**src/rtl/rmst_pkg.sv**
```systemverilog
package rmst_pkg;

    localparam int LEAVES     = 1024;
    localparam int VALUE_BITS = 16;
    localparam int NODES      = 2 * LEAVES;
    localparam int NODE_BITS  = $clog2(NODES);
    // walk pointers reach 2*LEAVES, one more bit than a node index
    localparam int CNT_BITS   = NODE_BITS + 1;

    localparam logic CMD_UPDATE = 1'b0;
    localparam logic CMD_QUERY  = 1'b1;

    typedef logic [VALUE_BITS-1:0] t_value;
    typedef logic [NODE_BITS-1:0]  t_node;
    typedef logic [CNT_BITS-1:0]   t_cnt;

    typedef enum logic [1:0] {
        ST_CLEAR,
        ST_IDLE,
        ST_UPDATE,
        ST_QUERY
    } t_state;

    typedef struct packed {
        logic clear;     // zero one node per cycle
        logic load;      // word accepted this cycle
        logic upd_step;  // refresh one parent
        logic qry_step;  // fetch one level of the range
        logic qry_emit;  // last accumulate, drive result
    } t_cmd;

    typedef struct packed {
        logic clr_last;
        logic load_upd;  // accepted word is an update inside the table
        logic load_qry;  // accepted word is a non-empty query
        logic upd_last;
        logic qry_more;
    } t_stat;

    function automatic t_value f_max(input t_value a, input t_value b);
        return (a > b) ? a : b;
    endfunction

endpackage

```
**src/rtl/rmst_ctrl.sv**
```systemverilog
module rmst_ctrl (
    input  logic          i_clk,
    input  logic          i_rst_n,
    input  logic          start,
    input  rmst_pkg::t_stat i_stat,
    output rmst_pkg::t_cmd  o_cmd,
    output logic          busy
);
    import rmst_pkg::*;

    t_state r_state;
    t_state n_state;

    always_ff @(posedge i_clk) begin
        if (!i_rst_n) begin
            r_state <= ST_CLEAR;
        end else begin
            r_state <= n_state;
        end
    end

    always_comb begin
        n_state = r_state;
        case (r_state)
            ST_CLEAR: begin
                if (i_stat.clr_last) n_state = ST_IDLE;
            end
            ST_IDLE: begin
                if (start) begin
                    if (i_stat.load_upd)      n_state = ST_UPDATE;
                    else if (i_stat.load_qry) n_state = ST_QUERY;
                end
            end
            ST_UPDATE: begin
                if (i_stat.upd_last) n_state = ST_IDLE;
            end
            ST_QUERY: begin
                if (!i_stat.qry_more) n_state = ST_IDLE;
            end
            default: n_state = ST_CLEAR;
        endcase
    end

    always_comb begin
        o_cmd = '0;
        busy  = 1'b1;
        case (r_state)
            ST_CLEAR: begin
                o_cmd.clear = 1'b1;
            end
            ST_IDLE: begin
                busy       = 1'b0;
                o_cmd.load = start;
            end
            ST_UPDATE: begin
                o_cmd.upd_step = 1'b1;
            end
            ST_QUERY: begin
                o_cmd.qry_step = i_stat.qry_more;
                o_cmd.qry_emit = !i_stat.qry_more;
            end
            default: begin
                busy = 1'b1;
            end
        endcase
    end

endmodule

```
**config.mk**
```make
export PLATFORM = sky130hd
export DESIGN_NAME = rmst_ctrl
export DESIGN_NICKNAME = d
export VERILOG_FILES = /design/src/rtl/rmst_pkg.sv /design/src/rtl/rmst_ctrl.sv
export SDC_FILE = /design/constraint.sdc
export NUM_CORES = 1
export LEC_CHECK = 0
export ABC_AREA = 1
export BUFFER_PORTS_ARGS = -buffer_cell sky130_fd_sc_hd__buf_2
export CAP_MARGIN = 30
export CELL_PAD_IN_SITES_DETAIL_PLACEMENT = 0
export CELL_PAD_IN_SITES_GLOBAL_PLACEMENT = 1
export CORE_AREA = 2 2 39 41
export CTS_CLUSTER_SIZE = 20
export DETAILED_ROUTE_END_ITERATION = 6
export DIE_AREA = 0 0 41 43
export MAX_ROUTING_LAYER = met4
export PLACE_DENSITY = 0.51
export SYNTH_ARGS = -nofsm -noshare
export SYNTH_HDL_FRONTEND = slang
export SYNTH_SLANG_ARGS = --single-unit
```
**constraint.sdc**
```tcl
create_clock -name i_clk -period 1.6 [get_ports i_clk]
set_clock_uncertainty 0.2 [all_clocks]
set_input_delay 0.08 -clock i_clk [delete_from_list [all_inputs] [get_ports i_clk]]
set_output_delay 0.08 -clock i_clk [all_outputs]
set_load 0.02 [all_outputs]
```
* Word level (Yosys, flattened, before mapping)
Index checks and enable logic that the tools add are counted.
** Storage, ports and cells
- Input bits :: 8
- Output and inout bits :: 6
- Register bits :: 2
** Cells by class
- Multiplexer cells :: 12
- Reductions and logical operators :: 3
- Eq/ne operators :: 8
** Operator list (number)
- 2-bit two-way mux :: 7
- 2-bit inequality test, second input constant :: 4
- 2-bit one-hot mux with 4 select lines :: 1
- 5-bit AND reduction :: 1
- 2-bit equality test, second input constant :: 2
- 1-bit two-way mux :: 4
- 3-bit inequality test, second input constant :: 1
- 2-bit by 1-bit equality test with 1-bit output, second input constant :: 1
- 2-bit zero test :: 1
- 1-bit zero test :: 1

* Longest topological paths before layout
- Depth after elaboration :: 4
- Gate-level depth with buffers :: 5
- Mapped depth without buffers :: 5

* Worst setup path before layout
OpenSTA, ideal clock, no wires.
- Path kind :: register to output
- From :: register r_state[1]
- To :: output o_cmd[0] in the netlist's numbering
- Arrival time :: 899 ps
- Path slack :: 421 ps
- Cell stages (with the launch flop) :: 3
- Path through :: dfxtp_1 inv_1 nor3_1
** RTL lines
- start, declared :: RTL line rmst_ctrl.sv:11 : t_state r_state;
- start signal, assigned :: RTL line rmst_ctrl.sv:18 : r_state <= n_state;
- end, declared :: RTL line rmst_ctrl.sv:6 : output rmst_pkg::t_cmd o_cmd,

==> impl_table.tex <==
\begin{tabular}{lr}
\hline
Metric & Value \\
\hline
\multicolumn{2}{l}{\textbf{Route}} \\
\quad Drt first-iter violations & 2 \\
\quad Routed WL per cell & just over 7 um \\
\quad Final routed wirelength across all metal layers & roughly 430 um \\
\quad Ratio of routed vias to standard cells & approximately 3.4 \\
\quad Routed via count & between 200 and 250 \\
\quad First-pass iteration count of the detailed router & 4 \\
\quad Total DRC errors in the routed layout & 0 \\
\quad Count of antenna-violating nets left after detailed routing & 0 \\
\multicolumn{2}{l}{\textbf{Power and ir drop}} \\
\quad Net switching power of the design & roughly 0.065 mW \\
\quad Clock network power share & 50.1\% \\
\quad Pwr per Cell Area & between 800 and 900 nW/um\^{}2 \\
\quad Net switching fraction of the power & between 20\% and 30\% \\
\quad Peak ir drop on the vdd network & 0.3339 mV \\
\quad Sequential share of power & 25.8\% \\
\quad Combinational cell fraction of total power & between 20\% and 30\% \\
\quad Internal power summed over all cells & between 0.15 and 0.2 mW \\
\quad Leak & 0.1703 nW \\
\multicolumn{2}{l}{\textbf{GRT}} \\
\quad Largest net degree at the start of global routing & 6 \\
\quad Total global-route track usage & 5.949\% \\
\quad Number of global-route vias before repair & roughly 160 \\
\quad First-pass GRT wire length & between 500 and 600 um \\
\quad Overflow after GRT & 0 \\
\quad Number of antenna violations at the first check in global routing & 0 \\
\multicolumn{2}{l}{\textbf{Clock network}} \\
\quad TritonCTS clock tree & yes \\
\quad Buffer depth of the longest clock path & 2 \\
\quad H-tree level count & 1 \\
\quad Root cell of the clock tree & sky130\_fd\_sc\_hd\_\_clkbuf\_4 \\
\quad Number of buffers created by CTS & 3 \\
\quad Post-CTS Repair Setup Buffers & 0 \\
\quad Skew-Pair Late Insertion Delay & 0.23 ns \\
\quad Clock Sink Count & 2 \\
\quad Clock edge transition at the registers on the reported setup and hold paths & about 0.030 ns \\
\multicolumn{2}{l}{\textbf{Die}} \\
\quad Area of the die & around 1800 um\^{}2 \\
\quad Area of the core & between 1000 and 1500 um\^{}2 \\
\quad X dimension of the die & slightly above 40 um \\
\quad IO Pins & 14 \\
\quad Die Height & 43 um \\
\quad Effective utilization at floorplan & under 10\% \\
\quad Num rows & 14 \\
\multicolumn{2}{l}{\textbf{Worst hold path}} \\
\quad Worst hold endpoint & r\_state[0]\$\_SDFFE\_PN0P\_ \\
\quad Class of the tightest hold or removal check & in -> reg \\
\quad Worst Hold Path Cells & 4 \\
\quad Worst Min Path Start & start \\
\multicolumn{2}{l}{\textbf{Critical path}} \\
\quad Endpoint type of the worst setup path & primary output \\
\quad Worst-path cell chain & inv\_1, nor3\_1, buf\_2 \\
\quad Worst Path Buf+Inv & 2 \\
\quad Depth of the worst register-to-register path & 5 \\
\quad Terminus of the critical flop-to-flop path & r\_state[1]\$\_SDFFE\_PN0P\_ \\
\quad Worst reg2reg setup slack & between 0.5 and 0.6 ns \\
\quad Data arrival time at the worst-slack endpoint & $\sim$1 ns \\
\quad Startpoint kind of the worst setup timing path & flop \\
\quad Critical Path Fanout Max & 4 \\
\quad Startpoint-to-endpoint class of the critical path & reg -> out \\
\quad Worst flop-to-flop path startpoint & r\_state[0]\$\_SDFFE\_PN0P\_ \\
\quad Data required time of the critical path & $\sim$1.3 ns \\
\quad Top cell family by delay on the critical path & flip-flops \\
\quad Critical-path cell with the highest stage delay & sky130\_fd\_sc\_hd\_\_dfxtp\_1 \\
\quad Slowest cell delay on critical path & between 0.3 and 0.4 ns \\
\multicolumn{2}{l}{\textbf{Place}} \\
\quad Gpl congestion & 0.5594 \\
\quad Buffers added on ports & 13 \\
\quad Worst-case setup slack after placement & $\sim$0.53 ns \\
\multicolumn{2}{l}{\textbf{Timing}} \\
\quad Min setup slack post-route & 0.3025 ns \\
\quad Share of the cycle needed by the critical path after routing & roughly 81\% \\
\quad Post-route setup TNS & 0 ns \\
\quad Actual transition at the worst max-transition pin & about 0.14 ns \\
\quad Relative slew margins & 90.31\% \\
\quad Final hold violation count & 0 \\
\quad Final-report max-slew violation count & 0 \\
\quad Hold\_ws & 0.02697 ns \\
\quad Shortest clock period the worst path allows after layout & between 1 and 1.5 ns \\
\quad Setup-failing EPs final & 0 \\
\quad Maximum clock rate & approximately 770 MHz \\
\quad RSZ-0062 raised after global routing & no \\
\multicolumn{2}{l}{\textbf{Synthesis}} \\
\quad Post-synthesis area per instance & 5.455 um\^{}2 \\
\quad Post-synthesis sequential element count & 2 \\
\quad Gate count after technology mapping & 25 \\
\quad Syn\_nets & 33 \\
\quad Yosys warnings & 0 \\
\quad Post-Synthesis Cell Area & 136.4 um\^{}2 \\
\quad Share of the yosys chip area belonging to registers & 29.36\% \\
\quad Count of cell types in the netlist & 9 \\
\multicolumn{2}{l}{\textbf{Final layout}} \\
\quad \# diodes & 0 \\
\quad Proportion of layout cells with a drive suffix above 1 & 36.36\% \\
\quad Number of flip-flops in the largest register & 2 \\
\quad Largest Register & r\_state \\
\quad Signed area change from the synthesized netlist to the final layout & 100.9\% \\
\quad Post-layout nets & 54 \\
\quad Final cell utilization of the core & 19.80\% \\
\quad Most frequent standard cell in the layout excluding fill and tap cells & sky130\_fd\_sc\_hd\_\_buf\_2 \\
\quad Most used cells in the layout excluding fill and tap cells & sky130\_fd\_sc\_hd\_\_buf\_2, sky130\_fd\_sc\_hd\_\_inv\_1, sky130\_fd\_sc\_hd\_\_nor2\_1, sky130\_fd\_sc\_hd\_\_nand2\_1 \\
\quad Largest regs & r\_state (2) \\
\multicolumn{2}{l}{\textbf{Status}} \\
\quad Run status & finished clean \\
\multicolumn{2}{l}{\textbf{Flow run}} \\
\quad Max Cap Viol & 0 \\
\hline
\end{tabular}
-- power groups by stage --
| stage | sequential [mW] | clock [mW] | combinational, mW |
|---|---|---|---|
| floorplan | 0.0581 | 0 | 0.0295 |
| global placement | 0.0588 | 0 | 0.0506 |
| detailed placement | 0.0589 | 0 | 0.0503 |
| CTS | 0.0583 | 0.120 | 0.0560 |
| global route | 0.0591 | 0.126 | 0.0619 |
| finish | 0.0583 | 0.113 | 0.0546 |
-- worst max-delay path by stage --
stage	startpoint	end	cells past startpoint
floorplan	r_state[1]$_SDFFE_PN0P_	o_cmd[0]	2
global placement	r_state[1]$_SDFFE_PN0P_	r_state[0]$_SDFFE_PN0P_	4
detailed placement	r_state[1]$_SDFFE_PN0P_	o_cmd[0]	3
CTS	r_state[1]$_SDFFE_PN0P_	o_cmd[0]	3
global route	r_state[1]$_SDFFE_PN0P_	o_cmd[3]	4
finish	r_state[1]$_SDFFE_PN0P_	o_cmd[0]	3
-- layout make-up --
class	count	area (um^2)
Multi-Input combinational cell	16	70.07
Sequential cell	2	40.04
Clock buffer	3	22.52
Fill cell	169	1110
Timing Repair Buffer	16	95.09
Inverter	7	26.28
Tap cell	16	20.02
-- cell usage after synthesis (all sizes together) --
master | number | share of area (%)
nand3 | 2 | 7.3
nand3b | 1 | 5.5
o21ai | 1 | 3.7
nand2 | 4 | 11
nor3 | 1 | 3.7
a21oi | 1 | 3.7
inv | 7 | 19
dfxtp | 2 | 29
nor2 | 6 | 17
-- cells by family (layout without fill, tap and decap cells) --
| family | count (synthesis) | after routing | synth area share, % |
|---|---|---|---|
| AO/OA/AOI/OAI | 2 | 2 | 7.332 |
| buffers and inverters | 7 | 26 | 19.27 |
| flip-flops | 2 | 2 | 29.36 |
| AND/OR/NAND/NOR | 14 | 14 | 44.03 |
-- layer usage --
layer	track usage, %	vias up	part of all wire, %
met2	7.187	9	42
met5	-	-	0
li1	-	113	-
met1	5.414	80	45
met4	0	0	0
met3	9.424	0	13
-- metrics by stage --
step | power (mW) | instance area [um^2] | cells
after floorplan | 0.08758 | 136.4 | 25
after global placement | 0.1094 | 221.5 | 54
after detailed placement | 0.1092 | 221.5 | 54
after CTS | 0.2346 | 274.0 | 60
after global routing | 0.2469 | 274.0 | 60
final | 0.2264 | 274.0 | 60
-- worst min-delay path, cell delays in order --
cell                      delay (ns)
sky130_fd_sc_hd__buf_2          0.10
sky130_fd_sc_hd__o21ai_0        0.07
sky130_fd_sc_hd__nor2_1         0.06
sky130_fd_sc_hd__a21oi_1        0.11
-- what timing repair did --
| action | CTS | global route |
|---|---|---|
| resized for setup | 0 | 0 |
| hold endpoints to repair | 2 | 0 |
| hold buffers | 3 | 0 |
(Power assumes the default switching activity.)
